==> src/hw/rtl/vgcs_pkg.sv <==
// Shared types and constants for the voxel grid count subdivider.
package vgcs_pkg;

    localparam int MAX_GRID_SIZE = 16;
    localparam int COUNT_BITS    = 24;
    localparam int STACK_DEPTH   = 16;
    localparam int COORD_BITS    = $clog2(MAX_GRID_SIZE);
    localparam int CELL_BITS     = 3 * COORD_BITS;
    localparam int LEVEL_BITS    = $clog2(STACK_DEPTH + 1);
    localparam int SP_BITS       = $clog2(STACK_DEPTH);
    localparam int SIZE_BITS     = 5;
    localparam int THRESH_BITS   = 36;
    localparam int SUM_BITS      = COUNT_BITS + CELL_BITS;
    localparam int CFG_IDX_BITS  = 2;

    localparam logic [1:0] OP_WRITE = 2'd0;
    localparam logic [1:0] OP_START = 2'd1;
    localparam logic [1:0] OP_FETCH = 2'd2;

    localparam logic [CFG_IDX_BITS-1:0] CFG_SIZE_X = 2'd0;
    localparam logic [CFG_IDX_BITS-1:0] CFG_SIZE_Y = 2'd1;
    localparam logic [CFG_IDX_BITS-1:0] CFG_SIZE_Z = 2'd2;
    localparam logic [CFG_IDX_BITS-1:0] CFG_THRESH = 2'd3;

    typedef struct packed {
        logic [COORD_BITS-1:0] lo_x, lo_y, lo_z;
        logic [COORD_BITS-1:0] hi_x, hi_y, hi_z;
    } t_box;

    typedef enum logic [2:0] {
        ST_IDLE, ST_POP, ST_SUM, ST_DECIDE, ST_OUT, ST_DONE
    } t_state;

    typedef struct packed {
        logic write_cell;
        logic start;
        logic pop;
        logic sum_start;
        logic split;
        logic emit_leaf;
        logic emit_done;
    } t_cmd;

    typedef struct packed {
        logic stack_empty;
        logic sum_busy;
        logic is_leaf;
    } t_status;

endpackage

==> src/hw/rtl/vgcs_ctrl.sv <==
// Controller state machine of the voxel grid count subdivider.
module vgcs_ctrl (
    input  logic                i_clk,
    input  logic                i_rst_n,
    input  logic                i_valid,
    input  logic [1:0]          i_op,
    input  logic                i_out_free,
    input  vgcs_pkg::t_status   i_status,
    output logic                o_ready,
    output vgcs_pkg::t_cmd      o_cmd
);
    vgcs_pkg::t_state r_state, n_state;
    logic acc;

    assign acc = i_valid && o_ready;

    always_ff @(posedge i_clk) begin
        if (!i_rst_n) r_state <= vgcs_pkg::ST_IDLE;
        else          r_state <= n_state;
    end

    always_comb begin
        n_state = r_state;
        unique case (r_state)
            vgcs_pkg::ST_IDLE: begin
                if (acc && i_op == vgcs_pkg::OP_FETCH) n_state = vgcs_pkg::ST_POP;
            end
            vgcs_pkg::ST_POP: begin
                if (i_status.stack_empty) n_state = vgcs_pkg::ST_DONE;
                else                      n_state = vgcs_pkg::ST_SUM;
            end
            vgcs_pkg::ST_SUM: begin
                if (!i_status.sum_busy) n_state = vgcs_pkg::ST_DECIDE;
            end
            vgcs_pkg::ST_DECIDE: begin
                if (i_status.is_leaf) n_state = vgcs_pkg::ST_OUT;
                else                  n_state = vgcs_pkg::ST_POP;
            end
            vgcs_pkg::ST_OUT: begin
                if (i_out_free) n_state = vgcs_pkg::ST_IDLE;
            end
            vgcs_pkg::ST_DONE: begin
                if (i_out_free) n_state = vgcs_pkg::ST_IDLE;
            end
            default: n_state = vgcs_pkg::ST_IDLE;
        endcase
    end

    always_comb begin
        o_ready = 1'b0;
        o_cmd   = '0;
        unique case (r_state)
            vgcs_pkg::ST_IDLE: begin
                o_ready          = 1'b1;
                o_cmd.write_cell = acc && i_op == vgcs_pkg::OP_WRITE;
                o_cmd.start      = acc && i_op == vgcs_pkg::OP_START;
            end
            vgcs_pkg::ST_POP: begin
                o_cmd.pop       = !i_status.stack_empty;
                o_cmd.sum_start = !i_status.stack_empty;
            end
            vgcs_pkg::ST_SUM: ;
            vgcs_pkg::ST_DECIDE: begin
                o_cmd.split = !i_status.is_leaf;
            end
            vgcs_pkg::ST_OUT: begin
                o_cmd.emit_leaf = i_out_free;
            end
            vgcs_pkg::ST_DONE: begin
                o_cmd.emit_done = i_out_free;
            end
            default: ;
        endcase
    end
endmodule

==> config.mk <==
export PLATFORM = sky130hd
export DESIGN_NAME = vgcs_ctrl
export DESIGN_NICKNAME = d
export VERILOG_FILES = /design/src/hw/rtl/vgcs_pkg.sv /design/src/hw/rtl/vgcs_ctrl.sv
export SDC_FILE = /design/constraint.sdc
export NUM_CORES = 1
export LEC_CHECK = 0
export ABC_CLOCK_PERIOD_IN_PS = 1400
export BUFFER_PORTS_ARGS = -buffer_cell sky130_fd_sc_hd__clkbuf_2
export CAP_MARGIN = 40
export CORE_AREA = 2 2 39 41
export DETAILED_ROUTE_END_ITERATION = 7
export DIE_AREA = 0 0 41 43
export PLACE_DENSITY_LB_ADDON = 0.3
export SETUP_SLACK_MARGIN = 0.15
export SLEW_MARGIN = 20
export SYNTH_ARGS = -nofsm -noshare
export SYNTH_HDL_FRONTEND = slang
export SYNTH_SLANG_ARGS = --single-unit
==> constraint.sdc <==
create_clock -name i_clk -period 1.4 [get_ports i_clk]
set_input_delay 0.21 -clock i_clk [delete_from_list [all_inputs] [get_ports i_clk]]
set_output_delay 0.21 -clock i_clk [all_outputs]
set_load 0.02 [all_outputs]
# Yosys cells after proc, flatten, opt, wreduce, memory -nomap -nowiden

Cells that the tools add are included.

Register bits: 3
Bits of input ports: 9
Output and inout bits: 8
Logic and storage cells: 33

Equality and inequality tests: 10
Multiplexer cells: 12
Reduce and logical (&&, ||, !) cells: 10

Operators with widths:

| kind                                                            | number |
|---|---|
| 3-bit 2-to-1 mux                                                | 5 |
| 3-bit case mux with 5 select lines                              | 1 |
| 3-bit by 2-bit == test with 1-bit output, second input constant | 2 |
| 3-bit == test, second input constant                            | 2 |
| 1-bit logical AND                                               | 4 |
| 1-bit 2-to-1 mux                                                | 4 |
| 2-bit 2-to-1 mux                                                | 2 |
| 2-bit != test, second input constant                            | 2 |
| 3-bit by 1-bit == test with 1-bit output, second input constant | 1 |
| 3-bit zero test                                                 | 1 |
| 3-bit AND reduction                                             | 1 |
| 2-bit by 1-bit == test with 1-bit output, second input constant | 1 |
| 2-bit == test, second input constant                            | 1 |
| 1-bit zero test                                                 | 2 |
| 2-bit zero test                                                 | 1 |
| 2-bit by 1-bit != test with 1-bit output, second input constant | 1 |
| 2-bit OR reduction                                              | 1 |

# Depth between registers and ports, before layout

Gate-level depths: netlist of the first run.

Word-level depth: 6
Mapped depth: 4
Depth with buffers taken out: 3

# Worst setup path before layout of the first run

OpenSTA, ideal clock, no wires.

Path kind: register to output
Start: register r_state[1]
End: output port o_cmd[4] (netlist bit)
Arrival time: 1388 ps
Setup slack: -198 ps
Stages on the path, launching flop included: 5
Buffers on the path: 2
Path through: dfxtp_1 -> buf_6 -> nand2b_1 -> nor3_1 -> buf_4

RTL lines:

| element                | line            | RTL |
|---|---|---|
| start, declared        | vgcs_ctrl.sv:12 | `vgcs_pkg::t_state r_state, n_state;` |
| start signal, assigned | vgcs_ctrl.sv:18 | `if (!i_rst_n) r_state <= vgcs_pkg::ST_IDLE;` |
| start signal, assigned | vgcs_ctrl.sv:19 | `else r_state <= n_state;` |
| end, declared          | vgcs_ctrl.sv:10 | `output vgcs_pkg::t_cmd o_cmd` |

==> PnR_summary.wiki, run 1 <==
{| class="wikitable"
! Metric !! Value
|-
| Worst VDD drop || 0.367 mV
|-
| Syn_nets || 41
|-
| Number of slew-limit violations in the final report || 0
|-
| Max-cap violations || 0
|-
| Growth of design area from synthesis to finish || 90.3%
|-
| Crit path buffers/inverters || 1
|-
| Die span in x || 41 µm
|-
| Reg-to-reg critical path startpoint || r_state[0]
|-
| DRC Markers || 0
|-
| Clk_skew || 0.00288 ns
|-
| Number of sinks driven by the clock tree || 3
|-
| Core Footprint || 0.00138 mm²
|-
| Max Freq || 711 MHz
|-
| Relative slew margins || 0.872
|-
| Run status || finished, violations left
|-
| Pin count of the biggest net entering global routing || 11
|-
| Number of hold violations in the final report || 0
|-
| YS warnings || 0
|-
| Syn Area/Cell || 8.84 µm²
|-
| Cell-internal power || 0.000341 W
|-
| Worst hold path startpoint || i_rst_n
|-
| Count of state elements after synthesis || 3
|-
| Initial antenna violation count || 0
|-
| Part of the power in registers || 0.235
|-
| Vias in the first global route || 287
|-
| Clock tree from TritonCTS || done
|-
| Most used routing layer in global routing || met2
|-
| Met1 layer usage reported by global route || 0.103
|-
| Clock transition at path regs || 0.03 ns
|-
| Die area || 0.00176 mm²
|-
| Hold-fix buffers, CTS || 0
|-
| IO Pins || 17
|-
| Routability-driven placement congestion ratio || 0.638
|-
| Wire length of the first global-routing pass || 1120 µm
|-
| GR Util All Layers || 0.0973
|-
| Sequential fraction of the synthesis area || 0.212
|-
| CP max-delay cell || sky130_fd_sc_hd__dfxtp_4
|-
| Worst hold path cell count || 2
|-
| Total congestion overflow after global routing || 0
|-
| Total CTS buffers || 3
|-
| Crit path largest cell delay || 0.36 ns
|-
| Worst r2r dst || r_state[0]
|-
| Vias || 336
|-
| Post-synth cell types || 24
|-
| Highest fanout seen on the critical path || 6
|-
| Flip-flop count of the largest register, all copies and words added || 3
|-
| Per-cell via count in the routed design || 4.73
|-
| Violated checks || negative setup slack
|-
| Post-layout total power || 0.000510 W
|-
| Synth Instances || 32
|-
| Clock network fraction of total power || 0.288
|-
| Total Routed Length || 745 µm
|-
| Kind of end point of the critical path || output port
|-
| Worst Hold Endpoint || r_state[2]
|-
| Met3 global-route usage || 0.0419
|-
| Leakage power total || 0.218 nW
|-
| Power spent charging and discharging nets || 0.000169 W
|-
| Largest delay share family, worst path || simple AND/OR/NAND/NOR gates
|-
| Mean routed wirelength per cell || 10.5 µm
|-
| Die boundary height || 43 µm
|-
| CTS Root Buffer Type || sky130_fd_sc_hd__clkbuf_4
|-
| Number of buffers on the longest clock path || 2
|-
| Total negative slack for setup checks || -0.00594 ns
|-
| Share of layout cells above drive strength 1 || 0.745
|-
| Later-pin clock latency in the skew report || 0.23 ns
|-
| Min Clock Period, post-route || 1.41 ns
|-
| First-iteration detailed-routing DRC count || 8
|-
| Grt met2 use || 0.150
|-
| Final design utilization || 0.389
|-
| Largest register by flop count || r_state
|-
| Layout Nets || 65
|-
| Setup slack, reg-to-reg || 0.23 ns
|-
| Setup slack after layout || -0.00594 ns
|-
| Type of the worst setup path || register to output port
|-
| Switching share of total power || 0.332
|-
| Total power divided by cell area || 948 mW/mm²
|-
| Final Setup Violations || 1
|-
| Startpoint types || register
|-
| Final antenna diode count || 0
|-
| CTS H-Tree Depth || 1
|-
| Final critical-path share of the clock period || 1.00
|-
| Crit path arrival time || 1.20 ns
|-
| Port Buffer Count || 16
|-
| Fill cell total of the finished layout || 142
|-
| Register-to-Register Path Depth || 5
|-
| Hpwl dp || 524 µm
|-
| Detailed-router iteration count before antenna repair || 4
|-
| Remaining number of nets flagged by the antenna check after routing || 0
|-
| Registers with the highest flip-flop counts || r_state x3
|-
| CP Data Required Time || 1.19 ns
|-
| Worst hold path type || input port to register
|-
| Mapped Area || 283 µm²
|-
| Site Rows || 14
|-
| Unrepaired setup endpoints after global routing || true
|-
| Combinational group share of total power || 0.477
|-
| Transition at the pin with the smallest max-transition slack || 0.191 ns
|-
| Cell-by-cell listing of the critical path || nor3_4 > and4bb_2 > buf_8
|-
| Effective utilization at floorplan || 0.204
|}
[cells in the final DEF, fill, tap and decap left out, drive strengths merged]
cell | netlist | routed
o21ai | 2 | 2
inv | 2 | 2
dfxtp | 3 | 3
nand2 | 2 | 2
and4bb | 1 | 1
clkbuf | 0 | 12
mux2i | 1 | 1
buf | 3 | 14
a311oi | 1 | 1
nor3b | 2 | 2
nor4b | 1 | 1
nor2 | 2 | 2
nor3 | 5 | 5
and4b | 1 | 1
nand2b | 2 | 2
and2 | 1 | 1
o21a | 2 | 2
a32o | 1 | 1
[worst max path at each step]
stage                          start  depth (start not counted)       end
after global routing      r_state[0]                          3  o_cmd[6]
final                     r_state[0]                          3  o_cmd[6]
after CTS                 r_state[0]                          3  o_cmd[6]
after global placement    r_state[0]                          3  o_cmd[2]
after detailed placement  r_state[0]                          3  o_cmd[2]
after floorplan           r_state[1]                          4  o_cmd[4]
[cell type report]
| cell class | count | area (µm²) | share of cell area |
|---|---|---|---|
| timing repair buffer | 22 | 179 | 0.333 |
| inverter | 2 | 7.51 | 0.0140 |
| tap | 16 | 20.0 | 0.0372 |
| multi-input combinational | 24 | 234 | 0.435 |
| sequential | 3 | 71.3 | 0.133 |
| clock buffer | 4 | 26.3 | 0.0488 |
[worst reg2reg max path: stages, from the launching register on]
cell,delay [ns]
sky130_fd_sc_hd__dfxtp_4,0.36
sky130_fd_sc_hd__nor3_4,0.22
sky130_fd_sc_hd__buf_4,0.14
sky130_fd_sc_hd__buf_4,0.09
sky130_fd_sc_hd__o21ai_2,0.04
sky130_fd_sc_hd__a32o_1,0.20
[cells by family after synthesis]
logic type | share of synthesized area
buffers and inverters | 0.111
and+or+nand+nor | 0.451
DFF | 0.212
muxes | 0.0354
AOI/OAI and AO/OA | 0.190
[metal layers]
metal  routed length, µm  up-vias  share of wire
met3                  79        0           0.11
met2                 394       20           0.53
li1                    -      165              -
met4                   0        0              0
met1                 271      151           0.36
met5                   0        -              0
[synth_stat cells (all sizes together)]
master | count | area [µm²]
dfxtp | 3 | 60.1
a311oi | 1 | 15.0
o21ai | 2 | 13.8
mux2i | 1 | 10.0
and4bb | 1 | 12.5
nor4b | 1 | 8.76
and4b | 1 | 10.0
nand2 | 2 | 7.51
nor2 | 2 | 7.51
o21a | 2 | 15.0
buf | 3 | 23.8
nor3b | 2 | 20.0
inv | 2 | 7.50
and2 | 1 | 7.51
a32o | 1 | 10.0
nor3 | 5 | 41.3
nand2b | 2 | 12.5
[metrics by stage]
| stage | cell area, µm² | setup WS (ns) | std cells | hold slack (ns) |
|---|---|---|---|---|
| 6_report | 538 | -0.00594 | 71 | 0.226 |
| 3_3_place_gp | 379 | 0.142 | 62 | 0.458 |
| 4_1_cts | 478 | -0.00137 | 69 | 0.221 |
| 2_1_floorplan | 302 | 0.0298 | 32 | 0.328 |
| 5_1_grt | 538 | -0.0446 | 71 | 0.239 |
| 3_5_place_dp | 379 | 0.143 | 62 | 0.462 |
[power by group through the flow]
stage | clock (W) | combinational, W | sequential, W
6_report | 0.000147 | 0.000243 | 0.000120
5_1_grt | 0.000161 | 0.000261 | 0.000122
4_1_cts | 0.000154 | 0.000194 | 0.000121
3_5_place_dp | 0 | 0.000142 | 0.000121
3_3_place_gp | 0 | 0.000142 | 0.000121
2_1_floorplan | 0 | 0.000120 | 0.000107
[timing repair]
item,CTS,global route
setup endpoints to repair,8,8
buffers inserted,3,2
pin swaps,3,4
resized for setup,17,17
(Power assumes the default switching activity.)
==> inputs of run 2 (changes only) <==
--- a/config.mk
+++ b/config.mk
@@ -11,7 +11,7 @@
 export CORE_AREA = 2 2 39 41
 export DETAILED_ROUTE_END_ITERATION = 7
 export DIE_AREA = 0 0 41 43
-export PLACE_DENSITY_LB_ADDON = 0.3
+export PLACE_DENSITY = 0.57
 export SETUP_SLACK_MARGIN = 0.15
 export SLEW_MARGIN = 20
 export SYNTH_ARGS = -nofsm -noshare
==> PnR_summary.wiki, run 2 (synthesis gave the netlist of run 1 again) <==
{| class="wikitable"
! Metric !! Value
|-
| Core Footprint || 0.00138 mm² (unchanged)
|-
| Clock transition at path regs || 0.04 ns (about the same)
|-
| Fin cells || 77 (+8.5%)
|-
| Startpoint types || register
|-
| Max-cap violations || 0 (unchanged)
|-
| Total Routed Length || 946 µm (+27%)
|-
| Remaining number of nets flagged by the antenna check after routing || 0 (unchanged)
|-
| Min Clock Period, post-route || 1.45 ns (+0.0399 ns)
|-
| First-iteration detailed-routing DRC count || 1 (-7)
|-
| Number of buffers on the longest clock path || 2 (unchanged)
|-
| Growth of design area from synthesis to finish || 110%
|-
| Vias in the first global route || 361 (+26%)
|-
| Flip-flop count of the largest register, all copies and words added || 3 (unchanged)
|-
| Setup slack after layout || -0.0459 ns (-0.0399 ns)
|-
| Type of the worst setup path || register to output port
|-
| Registers with the highest flip-flop counts || r_state x3
|-
| IO Pins || 17 (unchanged)
|-
| Placed Cells incl. Taps || 62 (unchanged)
|-
| Violated checks || negative setup slack
|-
| Startpoint of the worst setup timing path || r_state[2]
|-
| Clock tree from TritonCTS || done
|-
| Total power divided by cell area || 927 mW/mm² (-2.2%)
|-
| Final antenna diode count || 0 (unchanged)
|-
| Effective utilization at floorplan || 0.204 (unchanged)
|-
| Reg-to-reg critical path startpoint || r_state[1]
|-
| Total congestion overflow after global routing || 0 (unchanged)
|-
| Pin count of the biggest net entering global routing || 7 (-4)
|-
| GR Util All Layers || 0.124 (+0.0272)
|-
| Site Rows || 14 (unchanged)
|-
| Final Setup Violations || 2 (+1)
|-
| Die area || 0.00176 mm² (unchanged)
|-
| Die span in x || 41 µm (unchanged)
|-
| Largest register by flop count || r_state
|-
| Hpwl dp || 543 µm (+3.6%)
|-
| Later-pin clock latency in the skew report || 0.24 ns (about the same)
|-
| Worst hold path type || input port to register
|-
| DRC Markers || 0 (unchanged)
|-
| Vias || 350 (+4.2%)
|-
| Total CTS buffers || 3 (unchanged)
|-
| Share of layout cells above drive strength 1 || 0.787 (+0.0414)
|-
| Setup slack, reg-to-reg || 0.24 ns (about the same)
|-
| Number of slew-limit violations in the final report || 0 (unchanged)
|-
| Per-cell via count in the routed design || 4.55 (-4.0%)
|-
| Fin area || 593 µm² (+10%)
|-
| Unrepaired setup endpoints after global routing || true
|-
| Number of hold violations in the final report || 0 (unchanged)
|-
| Port Buffer Count || 16 (unchanged)
|-
| Final critical-path share of the clock period || 1.03 (+0.0285)
|-
| Wire length of the first global-routing pass || 1500 µm (+34%)
|-
| Leakage power total || 0.257 nW (+18%)
|-
| Most frequent cells in the layout || sky130_fd_sc_hd__buf_4 (12), sky130_fd_sc_hd__clkbuf_2 (8), sky130_fd_sc_hd__buf_6 (5)
|-
| Placed cell area || 379 µm² (unchanged)
|-
| Fill cell total of the finished layout || 151 (+6.3%)
|-
| Die boundary height || 43 µm (unchanged)
|-
| Transition at the pin with the smallest max-transition slack || 0.210 ns (+0.0189 ns)
|-
| Kind of end point of the critical path || output port
|-
| CTS Root Buffer Type || sky130_fd_sc_hd__clkbuf_4
|-
| Register area || 71.3 µm² (unchanged)
|-
| CTS H-Tree Depth || 1 (unchanged)
|-
| Detailed-router iteration count before antenna repair || 4 (unchanged)
|-
| Clk_skew || 0.00182 ns (-0.00106 ns)
|-
| Relative slew margins || 0.859 (-0.0131)
|-
| Initial antenna violation count || 0 (unchanged)
|-
| Crit path arrival time || 1.24 ns (+0.04 ns)
|-
| Max Freq || 692 MHz (-2.8%)
|-
| Run status || finished, violations left
|-
| Highest fanout seen on the critical path || 5 (-1)
|-
| Mean routed wirelength per cell || 12.3 µm (+17%)
|-
| Layout Nets || 71 (+9.2%)
|-
| Worst VDD drop || 0.465 mV (+27%)
|-
| Worst hold path startpoint || i_rst_n
|-
| Routability-driven placement congestion ratio || 0.805 (+26%)
|-
| CP Data Required Time || 1.19 ns (about the same)
|-
| Most frequent standard cell in the layout excluding fill and tap cells || sky130_fd_sc_hd__buf_4
|-
| Area used by multi-input combinational logic || 234 µm² (unchanged)
|-
| Number of sinks driven by the clock tree || 3 (unchanged)
|}
-- run 2: changes by cell type in the layout (fill, tap and decap cells not counted), sizes merged --
cell and change:
buf +6
-- run 2: final cells by class --
class | count | area share
inverter | 2 | 0.0169
timing repair buffer | 28 | 0.390
clock buffer | 4 | 0.0443
tap | 16 | 0.0338
sequential | 3 | 0.120
multi-input combinational | 24 | 0.395
-- run 2: worst paths after layout --
path / depth (start not counted) / end
setup / recovery: 3 / o_cmd[6]
hold / removal: 2 / r_state[2]
setup reg to reg: 5 / r_state[0]
hold reg to reg: 2 / r_state[0]
-- run 2: through the flow --
step / util / total power [W] / setup TNS (ns) / hold slack [ns] / setup WS, ns
after global placement: 0.274 / 0.000262 / 0 / 0.458 / 0.154
after CTS: 0.373 / 0.000488 / -0.104 / 0.199 / -0.0465
after global routing: 0.429 / 0.000584 / -0.198 / 0.219 / -0.101
final: 0.429 / 0.000550 / -0.0837 / 0.197 / -0.0459
after floorplan: - / 0.000227 / 0 / 0.328 / 0.0298
after detailed placement: 0.274 / 0.000263 / 0 / 0.448 / 0.151
-- run 2: metal layers --
layer | global-route usage | part of all wire | wire, µm
met1 | 0.154 | 0.37 | 346
met5 | 0 | 0 | 0
met4 | 0.0800 | 0.023 | 22
met2 | 0.191 | 0.56 | 527
met3 | 0.0157 | 0.053 | 50
-- run 2: critical path, cell delays in order (launching register included) --
cell,delay [ns]
sky130_fd_sc_hd__dfxtp_4,0.36
sky130_fd_sc_hd__nor3_4,0.24
sky130_fd_sc_hd__and4bb_2,0.28
sky130_fd_sc_hd__buf_8,0.11
-- run 2: what timing repair did --
action	in CTS	in global routing
pin swaps	4	5
gates resized for setup	17	18
hold buffers	0	0
setup endpoints to repair	8	8
cloned	0	0
buffers inserted	7	4
hold endpoints to repair	0	0
-- run 2: where the power goes --
part	internal (W)	switching [W]
logic	0.000159	0.000116
clock network	0.000107	0.0000481
registers	0.0000974	0.0000221
total	0.000364	0.000187
==> inputs of run 3 (changes only) <==
--- a/config.mk
+++ b/config.mk
@@ -11,8 +11,9 @@
 export CORE_AREA = 2 2 39 41
 export DETAILED_ROUTE_END_ITERATION = 7
 export DIE_AREA = 0 0 41 43
-export PLACE_DENSITY = 0.57
+export PLACE_DENSITY_LB_ADDON = 0.25
 export SETUP_SLACK_MARGIN = 0.15
+export SKIP_CTS_REPAIR_TIMING = 1
 export SLEW_MARGIN = 20
 export SYNTH_ARGS = -nofsm -noshare
 export SYNTH_HDL_FRONTEND = slang
==> PnR_summary.wiki, run 3 (synthesis gave the netlist of run 1 again) <==
{| class="wikitable"
! Metric !! Value
|-
| Run status || finished, violations left
|-
| Violated checks || negative setup slack
|-
| Worst hold path cell count || 2 (unchanged)
|-
| Min Clock Period, post-route || 1.40 ns (-0.0441 ns)
|-
| Vias in the first global route || 258 (-29%)
|-
| CTS Root Buffer Type || sky130_fd_sc_hd__clkbuf_4
|-
| Worst hold path type || input port to register
|-
| Final antenna diode count || 0 (unchanged)
|-
| Share of layout cells above drive strength 1 || 0.698 (-0.0888)
|-
| Max Freq || 713 MHz (+3.1%)
|-
| Registers with the highest flip-flop counts || r_state x3
|-
| Largest register by flop count || r_state
|-
| Clock tree from TritonCTS || done
|-
| Vias || 309 (-12%)
|-
| Crit path largest cell delay || 0.36 ns (about the same)
|-
| Remaining number of nets flagged by the antenna check after routing || 0 (unchanged)
|-
| Type of the worst setup path || register to output port
|-
| Startpoint types || register
|-
| Leakage power total || 0.202 nW (-21%)
|-
| Total Routed Length || 663 µm (-30%)
|-
| Number of slew-limit violations in the final report || 0 (unchanged)
|-
| Fin cells || 69 (-10%)
|-
| Routability-driven placement congestion ratio || 0.619 (-23%)
|-
| Total power divided by cell area || 923 mW/mm² (-0.46%)
|-
| Transition at the pin with the smallest max-transition slack || 0.195 ns (-0.0154 ns)
|-
| Per-cell via count in the routed design || 4.48 (-1.5%)
|-
| Total congestion overflow after global routing || 0 (unchanged)
|-
| GR Util All Layers || 0.0853 (-0.0392)
|-
| CTS H-Tree Depth || 1 (unchanged)
|-
| Worst r2r dst || r_state[0]
|-
| Die span in x || 41 µm (unchanged)
|-
| Number of sinks driven by the clock tree || 3 (unchanged)
|-
| Register-to-Register Path Depth || 5 (unchanged)
|-
| Wire length of the first global-routing pass || 979 µm (-35%)
|-
| Placed Cells incl. Taps || 62 (unchanged)
|-
| Largest delay share family, worst path || simple AND/OR/NAND/NOR gates
|-
| Total CTS buffers || 3 (unchanged)
|-
| Crit path arrival time || 1.19 ns (-0.05 ns)
|-
| Post-layout total power || 0.000439 W (-20%)
|-
| Highest fanout seen on the critical path || 6 (+1)
|-
| Unrepaired setup endpoints after global routing || true
|-
| Crit path buffers/inverters || 1 (unchanged)
|-
| IO Pins || 17 (unchanged)
|-
| Clock transition at path regs || 0.04 ns (about the same)
|-
| Layout Nets || 63 (-11%)
|-
| Effective utilization at floorplan || 0.204 (unchanged)
|-
| Setup slack after layout || -0.00180 ns (+0.0441 ns)
|-
| Later-pin clock latency in the skew report || 0.23 ns (about the same)
|-
| Worst hold path startpoint || i_rst_n
|-
| Initial antenna violation count || 0 (unchanged)
|-
| Number of hold violations in the final report || 0 (unchanged)
|-
| Site Rows || 14 (unchanged)
|-
| Die area || 0.00176 mm² (unchanged)
|-
| Growth of design area from synthesis to finish || 68.1%
|-
| Worst VDD drop || 0.326 mV (-30%)
|-
| Reg-to-reg critical path startpoint || r_state[1]
|-
| Clk_skew || 0.00268 ns (+0.000858 ns)
|-
| First-iteration detailed-routing DRC count || 7 (+6)
|-
| Most frequent cells in the layout || sky130_fd_sc_hd__clkbuf_2 (9), sky130_fd_sc_hd__buf_4 (5), sky130_fd_sc_hd__buf_6 (4)
|-
| DRC Markers || 0 (unchanged)
|-
| Mean routed wirelength per cell || 9.61 µm (-22%)
|-
| Die boundary height || 43 µm (unchanged)
|-
| Number of cells on the critical path || 3 (unchanged)
|-
| Max-cap violations || 0 (unchanged)
|-
| Port Buffer Count || 16 (unchanged)
|-
| CP max-delay cell || sky130_fd_sc_hd__dfxtp_4
|-
| Pin count of the biggest net entering global routing || 11 (+4)
|-
| Final critical-path share of the clock period || 1.00 (-0.0315)
|-
| Setup slack, reg-to-reg || 0.23 ns (about the same)
|-
| Kind of end point of the critical path || output port
|-
| Hpwl dp || 502 µm (-7.5%)
|-
| Detailed-router iteration count before antenna repair || 4 (unchanged)
|-
| Core Footprint || 0.00138 mm² (unchanged)
|-
| Flip-flop count of the largest register, all copies and words added || 3 (unchanged)
|-
| Final Setup Violations || 2 (unchanged)
|-
| Cell-by-cell listing of the critical path || nor3_4 > and4bb_2 > buf_6
|-
| Relative slew margins || 0.870 (+0.0117)
|-
| Number of buffers on the longest clock path || 2 (unchanged)
|-
| Worst Hold Endpoint || r_state[2]
|-
| Most frequent standard cell in the layout excluding fill and tap cells || sky130_fd_sc_hd__clkbuf_2
|-
| CP Data Required Time || 1.19 ns (about the same)
|}
==> run 3: area by class of cell <==
class	instances	area, µm²
Tap cell	16	20.0
Inverter	2	7.51
Fill cell	165	908
Sequential cell	3	71.3
Multi-Input combinational cell	24	213
Clock buffer	4	26.3
Timing Repair Buffer	20	138
==> run 3: worst max-delay path by stage <==
stage | from | to | slack [ns]
5_1_grt | r_state[0] | o_cmd[5] | -0.08
3_5_place_dp | r_state[0] | o_cmd[5] | 0.15
4_1_cts | r_state[0] | o_cmd[5] | -0.11
3_3_place_gp | r_state[0] | o_cmd[2] | 0.15
6_report | r_state[0] | o_cmd[6] | -0.002
2_1_floorplan | r_state[1] | o_cmd[4] | 0.03
==> run 3: through the flow <==
stage | hold slack, ns | instance area [µm²] | utilization | TNS (ns) | setup slack, ns
final | 0.221 | 475 | 0.344 | -0.00285 | -0.00180
after global routing | 0.231 | 475 | 0.344 | -0.202 | -0.0846
after CTS | 0.225 | 405 | 0.293 | -0.530 | -0.106
after detailed placement | 0.467 | 379 | 0.274 | 0 | 0.154
after global placement | 0.468 | 379 | 0.274 | 0 | 0.151
after floorplan | 0.328 | 302 | - | 0 | 0.0298
==> run 3: layer usage <==
| layer | vias up | wire length (µm) | global-route usage |
|---|---|---|---|
| li1 | 159 | - | - |
| met4 | 0 | 0 | 0.100 |
| met1 | 136 | 275 | 0.106 |
| met5 | - | 0 | 0 |
| met2 | 14 | 325 | 0.106 |
| met3 | 0 | 61 | 0.0157 |
==> run 3: power breakdown <==
part           leakage [nW]  internal [W]  switching [W]
Sequential           0.0267     0.0000973      0.0000212
Combinational         0.160     0.0000861      0.0000843
Clock                0.0150      0.000107      0.0000434
Total                 0.202      0.000290       0.000149
